<file path="src/design/swac_pkg.sv">
package swac_pkg;

	// Default ring depth
	localparam int WINDOW_MAX_DEF = 8;

	// Packet sizes
	localparam logic [9:0] HDR_END     = 10'd12;
	localparam logic [9:0] HDR_ACK     = 10'd8;
	localparam logic [9:0] PAYLOAD_MAX = 10'd500;

	// Input kinds
	localparam logic [1:0] KIND_DATA = 2'd0;
	localparam logic [1:0] KIND_END  = 2'd1;
	localparam logic [1:0] KIND_RECV = 2'd2;
	localparam logic [1:0] KIND_TICK = 2'd3;

	// Result actions
	localparam logic [2:0] ACT_SEND   = 3'd0;
	localparam logic [2:0] ACT_END    = 3'd1;
	localparam logic [2:0] ACT_RESEND = 3'd2;
	localparam logic [2:0] ACT_ACK    = 3'd3;
	localparam logic [2:0] ACT_PIGGY  = 3'd4;
	localparam logic [2:0] ACT_DELIV  = 3'd5;
	localparam logic [2:0] ACT_FULL   = 3'd6;
	localparam logic [2:0] ACT_CLOSE  = 3'd7;

	// Register indexes
	localparam logic [1:0] REG_WINDOW  = 2'd0;
	localparam logic [1:0] REG_TICK    = 2'd1;
	localparam logic [1:0] REG_TIMEOUT = 2'd2;

	// One result word
	typedef struct packed {
		logic [2:0]  slot;
		logic [9:0]  len;
		logic [31:0] ackno;
		logic [31:0] seqno;
		logic [2:0]  action;
	} res_t;

	// Contents of one ring slot
	typedef struct packed {
		logic [31:0] seq;
		logic [31:0] ack;
		logic [9:0]  len;
	} slot_t;

endpackage

</file>
<file path="src/design/swac_cell.sv">
module swac_cell (
	input  logic            clk,
	input  logic            wr_en,
	input  logic            ack_en,
	input  logic [31:0]     ackn,
	input  swac_pkg::slot_t wr_data,
	input  logic [31:0]     mark,
	output swac_pkg::slot_t rd_data,
	output logic            due
);
	import swac_pkg::*;

	slot_t slot_q;

	// Load a fresh slot or rewrite its piggybacked ack
	always_ff @(posedge clk) begin
		if (wr_en) begin
			slot_q <= wr_data;
		end else if (ack_en) begin
			slot_q.ack <= ackn;
		end
	end

	// Flag a slot that qualifies for resend
	assign due     = (slot_q.seq <= mark);
	assign rd_data = slot_q;

endmodule

</file>
<file path="src/design/sliding_window_arq_control.sv">
// Sliding-window ARQ control. Takes one item at a time: local data, local end,
// received packet or timer tick (s_tuser), and returns zero or more result words
// on the master side, tlast on the final one. A received ack pops acknowledged
// slots one per cycle; a tick that expires walks the occupied slots one per cycle
// while results can be taken, through the row of slot cells. Stalls on m_tready
// can hold an item. Writing the window register empties the ring. A result word
// may wait on m_tready while the next item is taken.
module sliding_window_arq_control #(
	parameter int WINDOW_MAX = swac_pkg::WINDOW_MAX_DEF
) (
	input  logic        clk,
	input  logic        arst_n,
	input  logic        s_tvalid,
	output logic        s_tready,
	input  logic [47:0] s_tdata,   // length[9:0], ack_number[41:10], zero fill
	input  logic [1:0]  s_tuser,   // kind[1:0]
	output logic        m_tvalid,
	input  logic        m_tready,
	output logic [79:0] m_tdata,   // seqno[31:0], ackno[63:32], length_res[73:64],
	                               // slot[76:74], zero fill
	output logic [2:0]  m_tuser,   // action[2:0]
	output logic        m_tlast,
	input  logic        cfg_valid,
	output logic        cfg_ready,
	input  logic [1:0]  cfg_index,
	input  logic [30:0] cfg_data
);
	import swac_pkg::*;

	localparam int IW = (WINDOW_MAX > 1) ? $clog2(WINDOW_MAX) : 1;
	localparam int OW = $clog2(WINDOW_MAX + 1);

	localparam logic [2:0] ST_IDLE   = 3'd0;
	localparam logic [2:0] ST_EXEC   = 3'd1;
	localparam logic [2:0] ST_SECOND = 3'd2;
	localparam logic [2:0] ST_POP    = 3'd3;
	localparam logic [2:0] ST_WALK   = 3'd4;
	localparam logic [2:0] ST_FLUSH  = 3'd5;

	logic [2:0]  state_q;
	logic [1:0]  kind_q;
	logic [9:0]  len_q;
	logic [31:0] ackn_q;
	logic [3:0]  window_q;
	logic [15:0] tick_q;
	logic [30:0] timeout_q;
	logic [IW-1:0] head_q, tail_q, walk_idx_q;
	logic [OW-1:0] occ_q, walk_cnt_q;
	logic [31:0] send_seq_q, expect_q, mark_q, countdown_q;
	logic        ended_q;
	res_t        sec_q;
	res_t        pend_q, out_q;
	logic        pend_v_q, out_v_q, out_last_q;

	logic [OW-1:0] size;
	logic [IW-1:0] tail_m1, head_nx, tail_nx, walk_nx, rd_idx;
	logic          space, out_free, push_ok, push_en, flush_en;
	res_t          push_res;
	logic [9:0]    pay_len, deliv_len;
	logic [31:0]   cd_new;
	logic [WINDOW_MAX-1:0] wr_en, ack_en, due;
	slot_t         cell_rd [WINDOW_MAX];
	slot_t         rd, wr_data;

	assign s_tready  = (state_q == ST_IDLE);
	assign cfg_ready = 1'b1;

	// Clamp the window to the ring depth
	always_comb begin
		if (window_q == 4'd0) begin
			size = OW'(1);
		end else if (32'(window_q) > 32'(WINDOW_MAX)) begin
			size = OW'(WINDOW_MAX);
		end else begin
			size = OW'(window_q);
		end
	end

	// Ring pointer arithmetic
	assign head_nx = (32'(head_q) + 32'd1 >= 32'(size)) ? '0 : head_q + IW'(1);
	assign tail_nx = (32'(tail_q) + 32'd1 >= 32'(size)) ? '0 : tail_q + IW'(1);
	assign walk_nx = (32'(walk_idx_q) + 32'd1 >= 32'(size)) ? '0 : walk_idx_q + IW'(1);
	assign tail_m1 = (tail_q == '0) ? IW'(size - OW'(1)) : tail_q - IW'(1);
	assign space   = (occ_q < size);

	// Pick the slot to read
	always_comb begin
		case (state_q)
			ST_WALK: rd_idx = walk_idx_q;
			ST_POP:  rd_idx = head_q;
			default: rd_idx = tail_m1;
		endcase
	end
	assign rd = cell_rd[rd_idx];

	assign pay_len   = (len_q > PAYLOAD_MAX) ? PAYLOAD_MAX : len_q;
	assign deliv_len = (len_q >= HDR_END) ? len_q - HDR_END : 10'd0;
	assign cd_new    = (countdown_q > 32'(tick_q)) ? countdown_q - 32'(tick_q) : 32'd0;
	assign wr_data   = '{seq: send_seq_q, ack: expect_q, len: pay_len + HDR_END};

	assign out_free = !out_v_q || m_tready;
	assign push_ok  = !pend_v_q || out_free;
	assign flush_en = (state_q == ST_FLUSH) && pend_v_q && out_free;

	// Slot cells
	for (genvar g = 0; g < WINDOW_MAX; g++) begin : g_cell
		swac_cell u_cell (
			.clk     (clk),
			.wr_en   (wr_en[g]),
			.ack_en  (ack_en[g]),
			.ackn    (expect_q + 32'd1),
			.wr_data (wr_data),
			.mark    (mark_q),
			.rd_data (cell_rd[g]),
			.due     (due[g])
		);
	end

	// Form the result of this cycle and the slot writes
	always_comb begin
		push_en  = 1'b0;
		push_res = '0;
		wr_en    = '0;
		ack_en   = '0;
		case (state_q)
			ST_EXEC: begin
				if (kind_q == KIND_DATA || kind_q == KIND_END) begin
					if (!space) begin
						push_en         = 1'b1;
						push_res.action = ACT_FULL;
					end else if (kind_q == KIND_DATA) begin
						if (len_q != 10'd0) begin
							push_en     = 1'b1;
							push_res    = '{slot: 3'(tail_q), len: pay_len + HDR_END,
								ackno: expect_q, seqno: send_seq_q, action: ACT_SEND};
							wr_en[tail_q] = 1'b1;
						end
					end else begin
						push_en  = 1'b1;
						push_res = '{slot: 3'd0, len: HDR_END, ackno: expect_q,
							seqno: send_seq_q, action: ACT_END};
					end
				end else if (kind_q == KIND_RECV) begin
					if (len_q == HDR_END) begin
						push_en         = 1'b1;
						push_res.action = ACT_DELIV;
					end else if (len_q != HDR_ACK) begin
						push_en = 1'b1;
						if (occ_q == '0) begin
							push_res = '{slot: 3'd0, len: HDR_ACK, ackno: expect_q + 32'd1,
								seqno: 32'd0, action: ACT_ACK};
						end else begin
							push_res = '{slot: 3'(tail_m1), len: rd.len,
								ackno: expect_q + 32'd1, seqno: rd.seq, action: ACT_PIGGY};
							ack_en[tail_m1] = 1'b1;
						end
					end
				end
			end
			ST_SECOND: begin
				push_en  = out_free;
				push_res = sec_q;
			end
			ST_WALK: begin
				if (push_ok && due[walk_idx_q]) begin
					push_en  = 1'b1;
					push_res = '{slot: 3'(walk_idx_q), len: rd.len, ackno: rd.ack,
						seqno: rd.seq, action: ACT_RESEND};
				end
			end
			default: ;
		endcase
	end

	// Sequence the item and hold the transport state
	always_ff @(posedge clk or negedge arst_n) begin
		if (!arst_n) begin
			state_q     <= ST_IDLE;
			window_q    <= 4'd8;
			tick_q      <= 16'd10;
			timeout_q   <= 31'd200;
			head_q      <= '0;
			tail_q      <= '0;
			occ_q       <= '0;
			send_seq_q  <= 32'd1;
			expect_q    <= 32'd1;
			mark_q      <= 32'd0;
			countdown_q <= 32'd200;
			ended_q     <= 1'b0;
			walk_idx_q  <= '0;
			walk_cnt_q  <= '0;
		end else begin
			case (state_q)
				ST_IDLE: begin
					if (s_tvalid) begin
						state_q <= ST_EXEC;
					end
				end
				ST_EXEC: begin
					state_q <= ST_FLUSH;
					case (kind_q)
						KIND_DATA: begin
							if (space) begin
								ended_q <= 1'b0;
								if (len_q != 10'd0) begin
									tail_q     <= tail_nx;
									occ_q      <= occ_q + OW'(1);
									send_seq_q <= send_seq_q + 32'd1;
								end
							end
						end
						KIND_END: begin
							if (space) begin
								ended_q    <= 1'b1;
								send_seq_q <= send_seq_q + 32'd1;
							end
						end
						KIND_RECV: begin
							if (len_q == HDR_ACK) begin
								state_q <= ST_POP;
							end else if (len_q == HDR_END) begin
								if (ended_q && occ_q == '0) begin
									sec_q   <= '{slot: 3'd0, len: 10'd0, ackno: 32'd0,
										seqno: 32'd0, action: ACT_CLOSE};
									state_q <= ST_SECOND;
								end
							end else begin
								expect_q <= expect_q + 32'd1;
								sec_q    <= '{slot: 3'd0, len: deliv_len, ackno: 32'd0,
									seqno: 32'd0, action: ACT_DELIV};
								state_q  <= ST_SECOND;
							end
						end
						default: begin
							countdown_q <= cd_new;
							if (cd_new == 32'd0 && occ_q != '0) begin
								walk_idx_q <= head_q;
								walk_cnt_q <= '0;
								state_q    <= ST_WALK;
							end
						end
					endcase
				end
				ST_SECOND: begin
					if (out_free) begin
						state_q <= ST_FLUSH;
					end
				end
				ST_POP: begin
					if (occ_q != '0 && rd.seq < ackn_q) begin
						head_q <= head_nx;
						occ_q  <= occ_q - OW'(1);
					end else begin
						state_q <= ST_IDLE;
					end
				end
				ST_WALK: begin
					if (push_ok) begin
						if (walk_cnt_q == occ_q - OW'(1)) begin
							mark_q      <= rd.seq;
							countdown_q <= 32'(timeout_q);
							state_q     <= ST_FLUSH;
						end else begin
							walk_idx_q <= walk_nx;
							walk_cnt_q <= walk_cnt_q + OW'(1);
						end
					end
				end
				ST_FLUSH: begin
					if (!pend_v_q || out_free) begin
						state_q <= ST_IDLE;
					end
				end
				default: state_q <= ST_IDLE;
			endcase

			// Take configuration writes
			if (cfg_valid) begin
				case (cfg_index)
					REG_WINDOW: begin
						window_q <= cfg_data[3:0];
						head_q   <= '0;
						tail_q   <= '0;
						occ_q    <= '0;
					end
					REG_TICK:    tick_q    <= cfg_data[15:0];
					REG_TIMEOUT: timeout_q <= cfg_data;
					default: ;
				endcase
			end
		end
	end

	// Latch the accepted word
	always_ff @(posedge clk) begin
		if (s_tvalid && s_tready) begin
			kind_q <= s_tuser;
			len_q  <= s_tdata[9:0];
			ackn_q <= s_tdata[41:10];
		end
	end

	// Hold one result back until the next shows whether it is the last
	always_ff @(posedge clk or negedge arst_n) begin
		if (!arst_n) begin
			pend_v_q <= 1'b0;
			out_v_q  <= 1'b0;
		end else begin
			if (push_en && pend_v_q) begin
				out_v_q <= 1'b1;
			end else if (flush_en) begin
				out_v_q <= 1'b1;
			end else if (m_tready) begin
				out_v_q <= 1'b0;
			end
			if (push_en) begin
				pend_v_q <= 1'b1;
			end else if (flush_en) begin
				pend_v_q <= 1'b0;
			end
		end
	end

	always_ff @(posedge clk) begin
		if ((push_en && pend_v_q) || flush_en) begin
			out_q      <= pend_q;
			out_last_q <= flush_en;
		end
		if (push_en) begin
			pend_q <= push_res;
		end
	end

	assign m_tvalid = out_v_q;
	assign m_tlast  = out_last_q;
	assign m_tuser  = out_q.action;
	assign m_tdata  = {3'd0, out_q.slot, out_q.len, out_q.ackno, out_q.seqno};

`ifndef SYNTHESIS
	a_occ_bound: assert property (@(posedge clk) disable iff (!arst_n)
		occ_q <= size) else $error("occupancy beyond window");
	a_idle_empty: assert property (@(posedge clk) disable iff (!arst_n)
		s_tready |-> !pend_v_q) else $error("held result while idle");
	a_walk_occ: assert property (@(posedge clk) disable iff (!arst_n)
		(state_q == ST_WALK) |-> (occ_q != '0)) else $error("walk on empty ring");
`endif

endmodule

</file>
<file path="config.mk">
export PLATFORM = sky130hd
export DESIGN_NAME = sliding_window_arq_control
export DESIGN_NICKNAME = d
export VERILOG_FILES = /design/src/design/swac_pkg.sv /design/src/design/swac_cell.sv /design/src/design/sliding_window_arq_control.sv
export SDC_FILE = /design/constraint.sdc
export NUM_CORES = 2
export LEC_CHECK = 0
export BUFFER_PORTS_ARGS = -buffer_cell sky130_fd_sc_hd__buf_4
export CAP_MARGIN = 20
export CORE_ASPECT_RATIO = 0.5
export CORE_MARGIN = 3
export CORE_UTILIZATION = 57
export CTS_BUF_LIST = sky130_fd_sc_hd__clkbuf_16
export CTS_CLUSTER_SIZE = 12
export DETAILED_ROUTE_END_ITERATION = 10
export GPL_ROUTABILITY_DRIVEN = 0
export MAX_ROUTING_LAYER = met4
export PLACE_DENSITY = 0.79
export SYNTH_ARGS = -nofsm -noshare
export SYNTH_HDL_FRONTEND = slang
export SYNTH_SLANG_ARGS = --single-unit
</file>
<file path="constraint.sdc">
create_clock -name clk -period 7.05 [get_ports clk]
set_input_delay 0.3525 -clock clk [delete_from_list [all_inputs] [get_ports clk]]
set_output_delay 0.3525 -clock clk [all_outputs]
set_load 0.02 [all_outputs]
</file>
-- After elaboration in Yosys (flattened, before gate mapping)
Index checks and enable logic that the tools add are counted.
- register bits: 1010
- input port bits: 88
- output and inout port bits: 87
- logic and storage cells: 298
- add/sub/neg operators: 16
- $lt $le $gt $ge: 23
- eq/ne operators: 26
- muxes and demuxes: 124
- bitwise gates (word level): 3
- reductions and logical operators: 50
- operators by type and width (kind ; count):
    32-bit 2-to-1 mux ; 23
    80-bit 2-to-1 mux ; 7
    77-bit 2-to-1 mux ; 4
    32-bit less-or-equal comparator ; 8
    80-bit case mux with 3 select lines ; 1
    74-bit binary-select mux with 3-bit select ; 1
    74-bit 2-to-1 mux ; 2
    32-bit case mux with 2 select lines ; 2
    8-bit 2-to-1 mux ; 11
    3-bit 2-to-1 mux ; 29
    32-bit by 1-bit adder with 32-bit output, second input constant ; 2
    4-bit 2-to-1 mux ; 12
    32-bit by 16-bit greater-than comparator with 1-bit output ; 1
    32-bit zero test ; 1
    32-bit less-than comparator ; 1
    32-bit by 16-bit subtractor with 32-bit output ; 1
    2-bit != test, second input constant ; 11
    2-bit nonzero test ; 11
    10-bit by 4-bit == test with 1-bit output, second input constant ; 2
    10-bit 2-to-1 mux ; 2
    1-bit 2-to-1 mux ; 19
    3-bit case mux with 2 select lines ; 3
    3-bit case mux with 6 select lines ; 1
    4-bit case mux with 2 select lines ; 2
    other kinds (45) ; 85

-- Logic depth before layout (Yosys ltp)
- word-level depth: 17
- gate-level depth with buffers: 25
- mapped depth without buffers: 21

-- Hierarchy
A second synthesis with hierarchy kept.
- cells, all modules: 4821
- area, all modules: 53548.9 um2
- by module, submodules not included (module ; times used ; cells an instance ; area an instance (um2) ; sequential area each (um2)):
    swac_cell ; 8 ; 226 ; 3428.3 ; 2222.1
    sliding_window_arq_control ; 1 ; 3013 ; 26122.6 ; 11554.8

-- Least setup slack after synthesis
No wires, ideal clock.
- path kind: register -> register
- from: reg mark_q[9]
- to: reg out_q, in the netlist m_tdata[0] (enable)
- setup time: 0.569 ns
- arrival time: 6.938 ns
- required time: 6.481 ns
- setup slack: -0.457 ns
- stages on the path, launching flop included: 15
- buffers on the path: 2
- period minus slack after synthesis: 7.507 ns
- path through: dfrtp_1 -> inv_1 -> ha_1 -> a21o_1 -> a21o_1 -> a221o_1 -> a221oi_1 -> a21oi_1 -> a2111oi_0 -> o221ai_1 -> o21ai_1 -> nand2_1 -> clkbuf_1 -> clkbuf_1 -> a31oi_1
- cells in the longest elaborated chain, start to end: 8
- elaborated cells on any way between the ends: 15
- classes of those cells: order compare: 8; mux: 4; reduce/logical: 3
- RTL lines (element ; RTL line ; text):
    start: declaration ; sliding_window_arq_control.sv:49 ; logic [31:0] send_seq_q, expect_q, mark_q, countdown_q;
    start signal: assignment ; sliding_window_arq_control.sv:260 ; mark_q <= rd.seq;
    32-bit less-or-equal comparator ; swac_cell.sv:25 ; assign due = (slot_q.seq <= mark);
    1-bit binary-select mux with 3-bit select * ; sliding_window_arq_control.sv:165 ; if (push_ok && due[walk_idx_q]) begin
    1-bit 2-to-1 mux (not written as such) * ; sliding_window_arq_control.sv:165 ;
    1-bit logical AND * ; sliding_window_arq_control.sv:165 ;
    1-bit 2-to-1 mux * ; sliding_window_arq_control.sv:165 ;
    1-bit case mux with 3 select lines * ; sliding_window_arq_control.sv:125 ; case (state_q)
    1-bit logical AND * ; sliding_window_arq_control.sv:325 ; if ((push_en && pend_v_q) || flush_en) begin
    1-bit logical OR * ; sliding_window_arq_control.sv:325 ;
    end signal: assignment ; sliding_window_arq_control.sv:326 ; out_q <= pend_q;
    end: declaration ; sliding_window_arq_control.sv:52 ; res_t pend_q, out_q;
Mark *: on every way between the ends. The rest lies on a longest branch, timed or not. The select of a mux whose other input is x is not followed.
A chain may end at the register's enable or synchronous reset.

==> impl_metrics.ini <==
[outcome]
status = finished clean

[drt]
num_vias = 40400
wl_per_cell_um = 23.5
finalWirelength_um = 148000
antenna_left = 0
viasPerCell = 6.40
drc = 0
drtPass1Iterations = 8
drt_iter0_drc = 5550

[placement]
place_ws_ns = 0.674
hpwl_um = 93100
dpl-instance-area_um2 = 55000
portBuffers = 164

[sta]
hold_violations = 0
finalWorstSetupSlack_ns = 0.556
setup_viol = 0
rsz0062_at_grt = no
final.setup_skew_ns = 0.0264
fmax_mhz = 154
slew_headroom_pct = 15.2
worst_slew_pin_slew_ns = 1.25
slew_violations = 0
finalCritPeriodShare_pct = 92.1
min_period_ns = 6.49
setup_tns_ns = 0

[pwr]
swShare_pct = 42.5
power.switching_mw = 10.5
power_leakage_nw = 22.7
power.total_mw = 24.6
peakVddDrop_mv = 0.349
clkPwrFrac_pct = 19.3
seqPwrFrac_pct = 34.0
p_int_mw = 14.2
comb_power_share_pct = 46.7
powerDensity_nw_per_um2 = 421

[synth]
synthFlopType = edfxtp_1
synth_edf_count = 808
synth_compound_area_share_pct = 10.8
synth_xor_area_share_pct = 4.97
synth_fa_ha_area_share_pct = 7.97
synth_top_family_by_area = simple AND/OR/NAND/NOR gates
async_flop_share_pct = 20.0
seq_area_frac_synth_pct = 56.0
synth_cell_types = 89
syn_inst = 4871
synth_seq_cells = 1010
ys_warn_count = 0
synthesis.area_per_instance_um2 = 10.8
muxShareOfSynthArea_pct = 1.27
syn-cell-area_um2 = 52400
synth_simple_gate_area_share_pct = 15.7

[layout]
syn_to_final_growth_pct = 11.8
final_common_cell = nand2_1
stdcell_area_um2 = 58600
fin_util_pct = 65.3
fin_nets = 5432
final_layout_size_suffix_gt1_share_pct = 9.10
n_fill_cell = 6518
final_cell_mix = 1029 x nand2_1, 808 x edfxtp_1, 332 x ha_1

[grt]
grt_overflow_total = 0
grt_pass1_vias = 39500
grt_pass1_wl_um = 227000
antenna_found_initial = 0
grtUsageTotal_pct = 31.7
grt_max_degree = 94

[worst_setup_path]
arrival_ns = 7.03
start_kind = flip-flop
end_kind = flip-flop
cp_max_fo = 14
required_ns = 7.59
crit_type = flip-flop to flip-flop

[clock_network]
cts_buffer_depth = 3
clkTransAtPathRegs_ns = 0.06
cts_sinks = 1010
cts_tree = done
cts_root_buf = clkbuf_16
insertion_delay_ns = 0.70
cts-resized-gates = 0
ctsHtreeMaxLevel = 3
cts_made_buffers = 96

[floorplanning]
rows = 77
core-area_um2 = 89700
die_y_um = 220
die-width_um = 435
start_util_pct = 58.4
dieArea_um2 = 95800
io_pins = 175

[job]
cap_violations = 0

[worst_hold_path]
hp-class = input port to flip-flop
-- final cells by class --
cell class	instances	area (um2)	share of cell area, %
well taps	1224	1530	2.62
clock buffers	99	2480	4.23
inverters	157	589	1.01
diodes	3	7.51	0.0128
flip-flops and latches	1010	29300	50.1
multi-input cells	3422	21600	36.9
repair buffers	324	2730	4.66
clock inverters	76	309	0.528
-- cells by family after synthesis --
family	after synthesis
flip-flops	1010
AO/OA/AOI/OAI	883
adder cells (fa/ha/maj)	333
buffers and inverters	441
multiplexers	60
other	2
AND/OR/NAND/NOR	1845
XOR/XNOR	297
-- cell usage after synthesis, types with 21 or more instances --
| cell type | n | share of area, % |
|---|---|---|
| and3_1 | 108 | 1.3 |
| a21oi_1 | 190 | 1.8 |
| nand4_1 | 65 | 0.78 |
| ha_1 | 332 | 7.9 |
| nor2_1 | 203 | 1.5 |
| buf_1 | 22 | 0.16 |
| clkbuf_1 | 238 | 1.7 |
| xor2_1 | 58 | 0.97 |
| o21ai_1 | 92 | 0.88 |
| nand3_1 | 221 | 2.1 |
| o21a_1 | 27 | 0.39 |
| dfrtp_1 | 191 | 9.1 |
| nand2b_1 | 33 | 0.39 |
| o21ai_0 | 153 | 1.5 |
| a31oi_1 | 93 | 1.1 |
| o221ai_1 | 22 | 0.37 |
| mux2_2 | 51 | 1.1 |
| edfxtp_1 | 808 | 46 |
| nand2_1 | 1034 | 7.4 |
| a311oi_1 | 76 | 1.3 |
| nor2b_1 | 36 | 0.43 |
| a21o_1 | 73 | 1.0 |
| xnor2_1 | 239 | 4.0 |
| nor3_1 | 63 | 0.60 |
| inv_1 | 157 | 1.1 |
| a211oi_1 | 21 | 0.30 |
-- metrics by stage --
step	hold WS, ns	std cells
2_1_floorplan	0.0569	4873
4_1_cts	0.0389	6310
6_report	0.0557	6315
3_5_place_dp	0.405	6057
5_1_grt	0.0768	6312
3_3_place_gp	0.401	6056
-- flip-flops by register name (all words and copies together) (netlist names), 31 cells and up --
signal and cells:
ackn_q 32, countdown_q 32, expect_q 32, g_cell.u_cell.rd_data 592
m_tdata 77, mark_q 32, pend_q 80, send_seq_q 32
timeout_q 31
-- what timing repair did --
item | 4_1_cts | 5_1_grt
endpoints found under the hold margin | 180 | 0
hold buffers | 78 | 0
buffers inserted | 0 | 0
-- final timing paths --
path | depth (start not counted) | slack (ns) | startpoint | to
min in group asynchronous | 2 | 0.27 | arst_n | timeout_q[12]$_DFFE_PN0P_
min | 3 | 0.06 | cfg_index[1] | occ_q[3]$_DFF_PN0_
max | 22 | 0.56 | tail_q[0]$_DFF_PN0_ | occ_q[3]$_DFF_PN0_
max reg2reg | 22 | 0.56 | tail_q[0]$_DFF_PN0_ | occ_q[3]$_DFF_PN0_
max in group asynchronous | 3 | 5.24 | arst_n | mark_q[15]$_DFFE_PN0P_
min reg2reg | 0 | 0.41 | pend_q[31]$_DFFE_PP_ | m_tdata[28]$_DFFE_PP_
-- power groups by stage --
stage / registers [mW] / clock network, mW / logic (mW)
6_report: 8.38 / 4.76 / 11.5
3_5_place_dp: 8.48 / 0 / 11.1
5_1_grt: 8.48 / 5.03 / 12.5
4_1_cts: 8.37 / 4.77 / 11.2
3_3_place_gp: 8.44 / 0 / 10.7
2_1_floorplan: 8.61 / 0 / 7.16
-- worst max-delay path, stage by stage (launching register included) --
cell       delay (ns)
dfrtp_1          0.39
inv_1            0.16
ha_1             0.26
nand2b_1         0.19
a2111oi_2        0.69
o31ai_1          0.29
a221oi_4         0.88
buf_4            0.35
a311oi_1         0.11
a31oi_1          0.31
inv_1            0.10
ha_1             0.30
a21o_1           0.16
a21o_1           0.17
a21oi_1          0.15
nor2b_1          0.06
o21ai_0          0.46
o2111a_1         0.37
o211ai_1         0.11
buf_4            0.22
o41ai_1          0.34
xnor2_1          0.17
nor2_1           0.05
-- routing by layer --
layer  routed length (um)  global-route usage, %  vias up  part of all wire, %
met5                    0                      -        -                    0
met4                 6770                   13.6        0                  4.6
met3                17000                   6.28      543                   11
met2                67900                   49.3     2614                   46
met1                56500                   40.9    19400                   38
li1                     -                      -    17900                    -
No activity file was read; power rests on OpenSTA's default activity.
